File: src/rtl/core/cmsg_pkg.sv
// ----------------------------------------------------------------------------
// cmsg_pkg
// shared types, constants and helpers of the cylinder mesh segment generator
// ----------------------------------------------------------------------------
package cmsg_pkg;

    localparam int MAX_SEGMENTS   = 1024;
    localparam int COORD_WIDTH    = 16;
    localparam int CORDIC_STAGES  = 16;
    localparam int CYCLES_PER_ITEM = 16;

    localparam int XY_W   = 33;
    localparam int Z_W    = 25;
    localparam int PROD_W = XY_W + 16;
    localparam int OFS_W  = 18;
    localparam int SUM_W  = 20;
    localparam int SEG_W  = 10;
    localparam int M_W    = 10;
    localparam int STEP_W = 4;

    localparam logic signed [XY_W-1:0] INV_GAIN = 33'sd652032874;

    typedef enum logic [2:0] {
        REG_SEGMENTS   = 3'd0,
        REG_ANGLE_STEP = 3'd1,
        REG_RADIUS     = 3'd2,
        REG_HEIGHT     = 3'd3,
        REG_CENTER_X   = 3'd4,
        REG_CENTER_Y   = 3'd5,
        REG_CENTER_Z   = 3'd6
    } reg_index_t;

    typedef enum logic {
        KIND_VERTEX = 1'b0,
        KIND_INDEX  = 1'b1
    } kind_t;

    typedef struct packed {
        logic                   valid;
        logic [SEG_W-1:0]       idx;
        logic [M_W-1:0]         m;
        logic [1:0]             quad;
        logic signed [XY_W-1:0] x;
        logic signed [XY_W-1:0] y;
        logic signed [Z_W-1:0]  z;
    } cordic_t;

    function automatic logic signed [Z_W-1:0] atan_val(input logic [4:0] k);
        logic signed [Z_W-1:0] r;
        case (k)
            5'd0:  r = 25'sd2097152;
            5'd1:  r = 25'sd1238021;
            5'd2:  r = 25'sd654136;
            5'd3:  r = 25'sd332050;
            5'd4:  r = 25'sd166669;
            5'd5:  r = 25'sd83416;
            5'd6:  r = 25'sd41718;
            5'd7:  r = 25'sd20860;
            5'd8:  r = 25'sd10430;
            5'd9:  r = 25'sd5215;
            5'd10: r = 25'sd2608;
            5'd11: r = 25'sd1304;
            5'd12: r = 25'sd652;
            5'd13: r = 25'sd326;
            5'd14: r = 25'sd163;
            5'd15: r = 25'sd81;
            5'd16: r = 25'sd41;
            5'd17: r = 25'sd20;
            5'd18: r = 25'sd10;
            5'd19: r = 25'sd5;
            5'd20: r = 25'sd3;
            5'd21: r = 25'sd1;
            5'd22: r = 25'sd1;
            default: r = 25'sd0;
        endcase
        return r;
    endfunction

    function automatic logic signed [COORD_WIDTH-1:0] sat_coord(
        input logic signed [SUM_W-1:0] v);
        logic signed [SUM_W-1:0] hi;
        logic signed [SUM_W-1:0] lo;
        logic signed [COORD_WIDTH-1:0] r;
        hi = SUM_W'((64'sd1 <<< (COORD_WIDTH - 1)) - 64'sd1);
        lo = -hi - SUM_W'(1);
        if (v > hi)
            r = hi[COORD_WIDTH-1:0];
        else if (v < lo)
            r = lo[COORD_WIDTH-1:0];
        else
            r = v[COORD_WIDTH-1:0];
        return r;
    endfunction

endpackage

File: src/rtl/core/cmsg_emitter.sv
// ----------------------------------------------------------------------------
// cmsg_emitter
// scales sine and cosine by the radius and steps out the segment's records
// ----------------------------------------------------------------------------
module cmsg_emitter (
    input  logic                     clk,
    input  logic                     rst_n,
    input  cmsg_pkg::cordic_t        din,
    input  logic [14:0]              radius,
    input  logic [14:0]              height,
    input  logic signed [15:0]       center_x,
    input  logic signed [15:0]       center_y,
    input  logic signed [15:0]       center_z,
    output logic                     result_valid,
    output logic                     kind,
    output logic [13:0]              slot,
    output logic signed [15:0]       pos_x,
    output logic signed [15:0]       pos_y,
    output logic signed [15:0]       pos_z,
    output logic signed [15:0]       norm_x,
    output logic signed [15:0]       norm_y,
    output logic signed [15:0]       norm_z,
    output logic [10:0]              index_value,
    output logic                     last
);

    localparam int PW = cmsg_pkg::PROD_W;
    localparam int SW = cmsg_pkg::SUM_W;

    logic                          active_reg, active_next;
    logic [cmsg_pkg::STEP_W-1:0]   step_reg, step_next;
    logic [cmsg_pkg::SEG_W-1:0]    idx_reg;
    logic [cmsg_pkg::M_W-1:0]      m_reg;
    logic signed [PW-1:0]          prod_s_reg;
    logic signed [PW-1:0]          prod_c_reg;

    logic signed [cmsg_pkg::XY_W-1:0] s_sel, c_sel;
    logic signed [PW-1:0] rnd_s, rnd_c;
    logic signed [cmsg_pkg::OFS_W-1:0] ox, oz;
    logic signed [SW-1:0] h, cx, cy, cz;
    logic rim_last;
    logic [10:0] i11, m11, j11, mi11, mj11;
    logic [13:0] i14, m14, t14;
    logic [3:0] t;

    always_comb
    begin
        case (din.quad)
            2'd0:    begin c_sel = din.x;  s_sel = din.y;  end
            2'd1:    begin c_sel = -din.y; s_sel = din.x;  end
            2'd2:    begin c_sel = -din.x; s_sel = -din.y; end
            default: begin c_sel = din.y;  s_sel = -din.x; end
        endcase
    end

    always_ff @(posedge clk)
    begin
        if (din.valid)
        begin
            idx_reg    <= din.idx;
            m_reg      <= din.m;
            prod_s_reg <= PW'(s_sel) * $signed({1'b0, radius});
            prod_c_reg <= PW'(c_sel) * $signed({1'b0, radius});
        end
    end

    assign rim_last = (idx_reg == m_reg - cmsg_pkg::M_W'(1));

    always_comb
    begin
        active_next = active_reg;
        step_next   = step_reg;
        if (din.valid)
        begin
            active_next = 1'b1;
            step_next   = '0;
        end
        else if (active_reg)
        begin
            if (step_reg == 4'd15)
                active_next = 1'b0;
            else if (step_reg == 4'd1 && !rim_last)
                step_next = 4'd4;
            else
                step_next = step_reg + 4'd1;
        end
    end

    always_ff @(posedge clk or negedge rst_n)
    begin
        if (!rst_n)
        begin
            active_reg <= 1'b0;
            step_reg   <= '0;
        end
        else
        begin
            active_reg <= active_next;
            step_reg   <= step_next;
        end
    end

    always_comb
    begin
        rnd_s = prod_s_reg + (PW'(1) <<< 29);
        rnd_c = prod_c_reg + (PW'(1) <<< 29);
        ox = rnd_s[30 +: cmsg_pkg::OFS_W];
        oz = rnd_c[30 +: cmsg_pkg::OFS_W];
        h  = SW'({1'b0, height[14:1]});
        cx = SW'(center_x);
        cy = SW'(center_y);
        cz = SW'(center_z);
        i11  = 11'(idx_reg);
        m11  = 11'(m_reg);
        j11  = rim_last ? 11'd0 : i11 + 11'd1;
        mi11 = m11 + i11;
        mj11 = m11 + j11;
        i14  = 14'(idx_reg);
        m14  = 14'(m_reg);
        t    = step_reg - 4'd4;
        t14  = 14'(t);

        kind        = cmsg_pkg::KIND_VERTEX;
        slot        = '0;
        pos_x       = '0;
        pos_y       = '0;
        pos_z       = '0;
        norm_x      = '0;
        norm_y      = '0;
        norm_z      = '0;
        index_value = '0;
        last        = active_reg && (step_reg == 4'd15);

        case (step_reg) inside
            4'd0, 4'd1:
            begin
                slot   = (step_reg == 4'd0) ? i14 : m14 + i14;
                pos_x  = cmsg_pkg::sat_coord(cx + SW'(ox));
                pos_z  = cmsg_pkg::sat_coord(cz + SW'(oz));
                norm_x = cmsg_pkg::sat_coord(SW'(ox));
                norm_z = cmsg_pkg::sat_coord(SW'(oz));
                pos_y  = cmsg_pkg::sat_coord((step_reg == 4'd0) ? cy + h : cy - h);
                norm_y = cmsg_pkg::sat_coord((step_reg == 4'd0) ? h : -h);
            end
            4'd2, 4'd3:
            begin
                slot   = (step_reg == 4'd2) ? {m14[12:0], 1'b0}
                                            : {m14[12:0], 1'b1};
                pos_x  = cmsg_pkg::sat_coord(cx);
                pos_z  = cmsg_pkg::sat_coord(cz);
                pos_y  = cmsg_pkg::sat_coord((step_reg == 4'd2) ? cy + h : cy - h);
                norm_y = cmsg_pkg::sat_coord((step_reg == 4'd2) ? h : -h);
            end
            default:
            begin
                kind = cmsg_pkg::KIND_INDEX;
                if (t < 4'd9)
                    slot = 14'(i14 * 14'd9) + t14;
                else
                    slot = 14'(m14 * 14'd9) + 14'(i14 * 14'd3) + (t14 - 14'd9);
                case (t) inside
                    4'd0, 4'd3, 4'd6:  index_value = j11;
                    4'd1:              index_value = {m11[9:0], 1'b0};
                    4'd2, 4'd4:        index_value = i11;
                    4'd5, 4'd7, 4'd11: index_value = mi11;
                    4'd8, 4'd9:        index_value = mj11;
                    4'd10:             index_value = {m11[9:0], 1'b1};
                    default:           index_value = '0;
                endcase
            end
        endcase
    end

    assign result_valid = active_reg;

endmodule

File: config.mk
export PLATFORM = sky130hd
export DESIGN_NAME = cmsg_emitter
export DESIGN_NICKNAME = d
export VERILOG_FILES = /design/src/rtl/core/cmsg_pkg.sv /design/src/rtl/core/cmsg_emitter.sv
export SDC_FILE = /design/constraint.sdc
export NUM_CORES = 2
export LEC_CHECK = 0
export BUFFER_PORTS_ARGS = -buffer_cell sky130_fd_sc_hd__buf_2
export CORE_ASPECT_RATIO = 1.5
export CORE_MARGIN = 1
export CORE_UTILIZATION = 40
export DETAILED_ROUTE_END_ITERATION = 8
export MAX_ROUTING_LAYER = met4
export PLACE_DENSITY_LB_ADDON = 0.05
export SYNTH_ARGS = -nofsm -noshare
export SYNTH_HDL_FRONTEND = slang
export SYNTH_SLANG_ARGS = --single-unit
File: constraint.sdc
create_clock -name clk -period 5.15 [get_ports clk]
set_clock_uncertainty 0.2 [all_clocks]
set_input_delay 0.2575 -clock clk [delete_from_list [all_inputs] [get_ports clk]]
set_output_delay 0.2575 -clock clk [all_outputs]
set_load 0.1 [all_outputs]
==> impl_metrics.json <==
{
  "syn-cell-area_mm2": 0.0471,
  "slew_violations": 0,
  "cp-startpoint": "din[27]",
  "final_common_cell": "inv_1",
  "io_buffers": 291,
  "design_area_mm2": 0.0592,
  "r2r_slack_ps": 2350,
  "arrival_ps": 8390,
  "antenna_found_initial": 4,
  "syn_to_final_growth_pct": 25.8,
  "viasPerCell": 5.01,
  "synth_nets": 7077,
  "yosys_warnings": 0,
  "crit_slowest_cell": "fa_1",
  "crit_buf_inv": 7,
  "grt_pass1_vias": 43300,
  "synth_largest_area_cell": "fa_1",
  "fmax_ghz": 0.118,
  "path_max_fanout": 5,
  "dr_total_vias": 39800,
  "dp.final_hpwl_mm": 127,
  "wirelength_mm": 145,
  "io_pins": 318,
  "clk_pin_slew_ps": 60,
  "multi_input_area_mm2": 0.0420,
  "synth_top_area_share_pct": 40.6,
  "ys_types": 75,
  "worstReg2RegEnd": "step_reg[3]$_DFFE_PN0P_",
  "drt_iter0_drc": 1660,
  "remaining_drc_errors": 0,
  "clock_path_buffers": 2,
  "tns_ps": -113730,
  "finalSetupViolCount": 44,
  "status": "complete, but fails checks",
  "syn_avg_cell_area_um2": 8.50,
  "hold_viol": 0,
  "critPathTopFamily": "adder cells",
  "gp_congestion": 0.900,
  "holdWs_ps": 78.2,
  "grt_max_degree": 64,
  "cp.required_ps": 5080,
  "die_x_um": 282,
  "fill_cells": 11400,
  "drive_gt1_share_pct": 23.1,
  "die_h_um": 422,
  "die_area_mm2": 0.119,
  "layout_common_cells": "1,054 x inv_1, 922 x fa_1, 724 x nand2_1",
  "synth-seq-cells": 63,
  "overflow": 0,
  "yosys-top-cells-area": "fa_1 41%, ha_1 10%, inv_1 8.7%",
  "core_area_mm2": 0.116,
  "grt_usage_pct": 25.7,
  "grt_pass1_wl_mm": 232,
  "synth_ff_type": "edfxtp_1",
  "max_stage_delay_ps": 560,
  "synth-edff-count": 58,
  "syn_inst": 5540,
  "violations": "negative setup slack",
  "clock-root-buffer": "clkbuf_16",
  "worstSetupPathType": "input port to flip-flop",
  "drt_pass1_iterations": 5,
  "routedWlPerCell_um": 18.3,
  "cp-start-kind": "input port",
  "worstRegToRegCells": 14,
  "rsz0062_at_grt": "yes",
  "cts_htree_levels": 3,
  "worst_slack_ps": -3320,
  "rows": 153,
  "relSlewSlack_pct": 24.8,
  "finalNetCount": 7922,
  "max_cap_violations": 0,
  "place_area_mm2": 0.0566,
  "post-place-ws_ps": -4180,
  "cts_tree": "built",
  "rr_startpoint": "m_reg[2]$_DFFE_PP_",
  "worstMarginPinSlew_ps": 1130,
  "clk_latency_ps": 380,
  "hold_class": "input port to async pin",
  "seqCellArea_mm2": 0.00187,
  "cp-end-kind": "flip-flop",
  "ys_async_sr_fraction_pct": 7.94,
  "period_share_pct": 164,
  "fin_crit_ps": 8470,
  "cts_sinks": 63,
  "ys_seq_area_share_pct": 3.96,
  "start_util_pct": 40.5,
  "cts_buffers": 9,
  "postRouteAntennaNets": 0
}
==> layer usage <==
layer	track usage, %	share of wire (%)	vias to the layer above	routed length, um
met5	-	0	-	0
met4	6.28	2.1	0	3030
met3	1.12	2.6	145	3840
met2	47.6	54	762	78400
met1	30.0	41	20100	59800
li1	-	-	18800	-
==> stage by stage <==
stage          instances  util [%]
6_report            7943      50.9
5_1_grt             7943      50.9
4_1_cts             7914      50.0
3_5_place_dp        7835      48.6
3_3_place_gp        7835      48.6
2_1_floorplan       5540         -
==> cells by family (layout without fill, tap and decap cells) <==
group / count (synthesis) / in the layout / synth area share (%)
and+or+nand+nor: 1746 / 1746 / 18.2
buffers and inverters: 1352 / 2202 / 10.8
adders and majority gates: 1343 / 1343 / 50.9
AOI/OAI and AO/OA: 720 / 720 / 9.82
xor gates and xnor gates: 285 / 285 / 5.30
DFF: 63 / 63 / 3.96
muxes: 31 / 31 / 0.983
other: 0 / 3 / 0
==> Yosys cell counts (all sizes together) (21+ instances only) <==
master and instances:
edfxtp 58, o31ai 21, xnor2 205, nand2b 49
fa 956, nand2 742, ha 387, nor2b 57
nand4 23, and3 25, xor2 80, nor3 53
nor2 203, a21o 59, or3 21, o21bai 33
o211ai 35, nand3 54, and2 471, clkbuf 246
o21ai 154, a21oi 232, inv 1086
==> timing repair <==
item	4_1_cts	5_1_grt
pin swaps	136	148
resized for setup	207	179
hold buffers	21	0
buffers inserted	44	33
cloned	0	2
endpoints found under the hold margin	25	0
endpoints found under the setup margin	82	85
==> worst register-to-register path: cells and delay by family (launching register included) <==
family	cells	cell delay (ps)
DFF	1	410
xor gates and xnor gates	1	100
and+or+nand+nor	10	1580
buffers and inverters	3	420
==> how the worst max path moves through the flow <==
stage                                          end  slack [ps]  depth (start not counted)
after CTS                 prod_c_reg[47]$_DFFE_PP_       -3570                         33
after detailed placement  prod_c_reg[47]$_DFFE_PP_       -4180                         38
final                     prod_c_reg[47]$_DFFE_PP_       -3320                         34
after global placement    prod_c_reg[47]$_DFFE_PP_       -4080                         35
after global routing      prod_c_reg[47]$_DFFE_PP_       -3520                         35
after floorplan           prod_c_reg[47]$_DFFE_PP_       -3220                         31
==> cell type report <==
cell class | instances | share of cell area (%)
Antenna cell | 3 | 0.0127
Clock buffer | 10 | 0.386
Clock inverter | 6 | 0.103
Inverter | 1086 | 6.90
Multi-Input combinational cell | 4125 | 70.9
Sequential cell | 63 | 3.15
Tap cell | 1550 | 3.27
Timing Repair Buffer | 1100 | 15.2
Power is left out: the tool's default activity adds up to more than one toggle a clock period on the data nets, which glitch-free logic cannot reach.
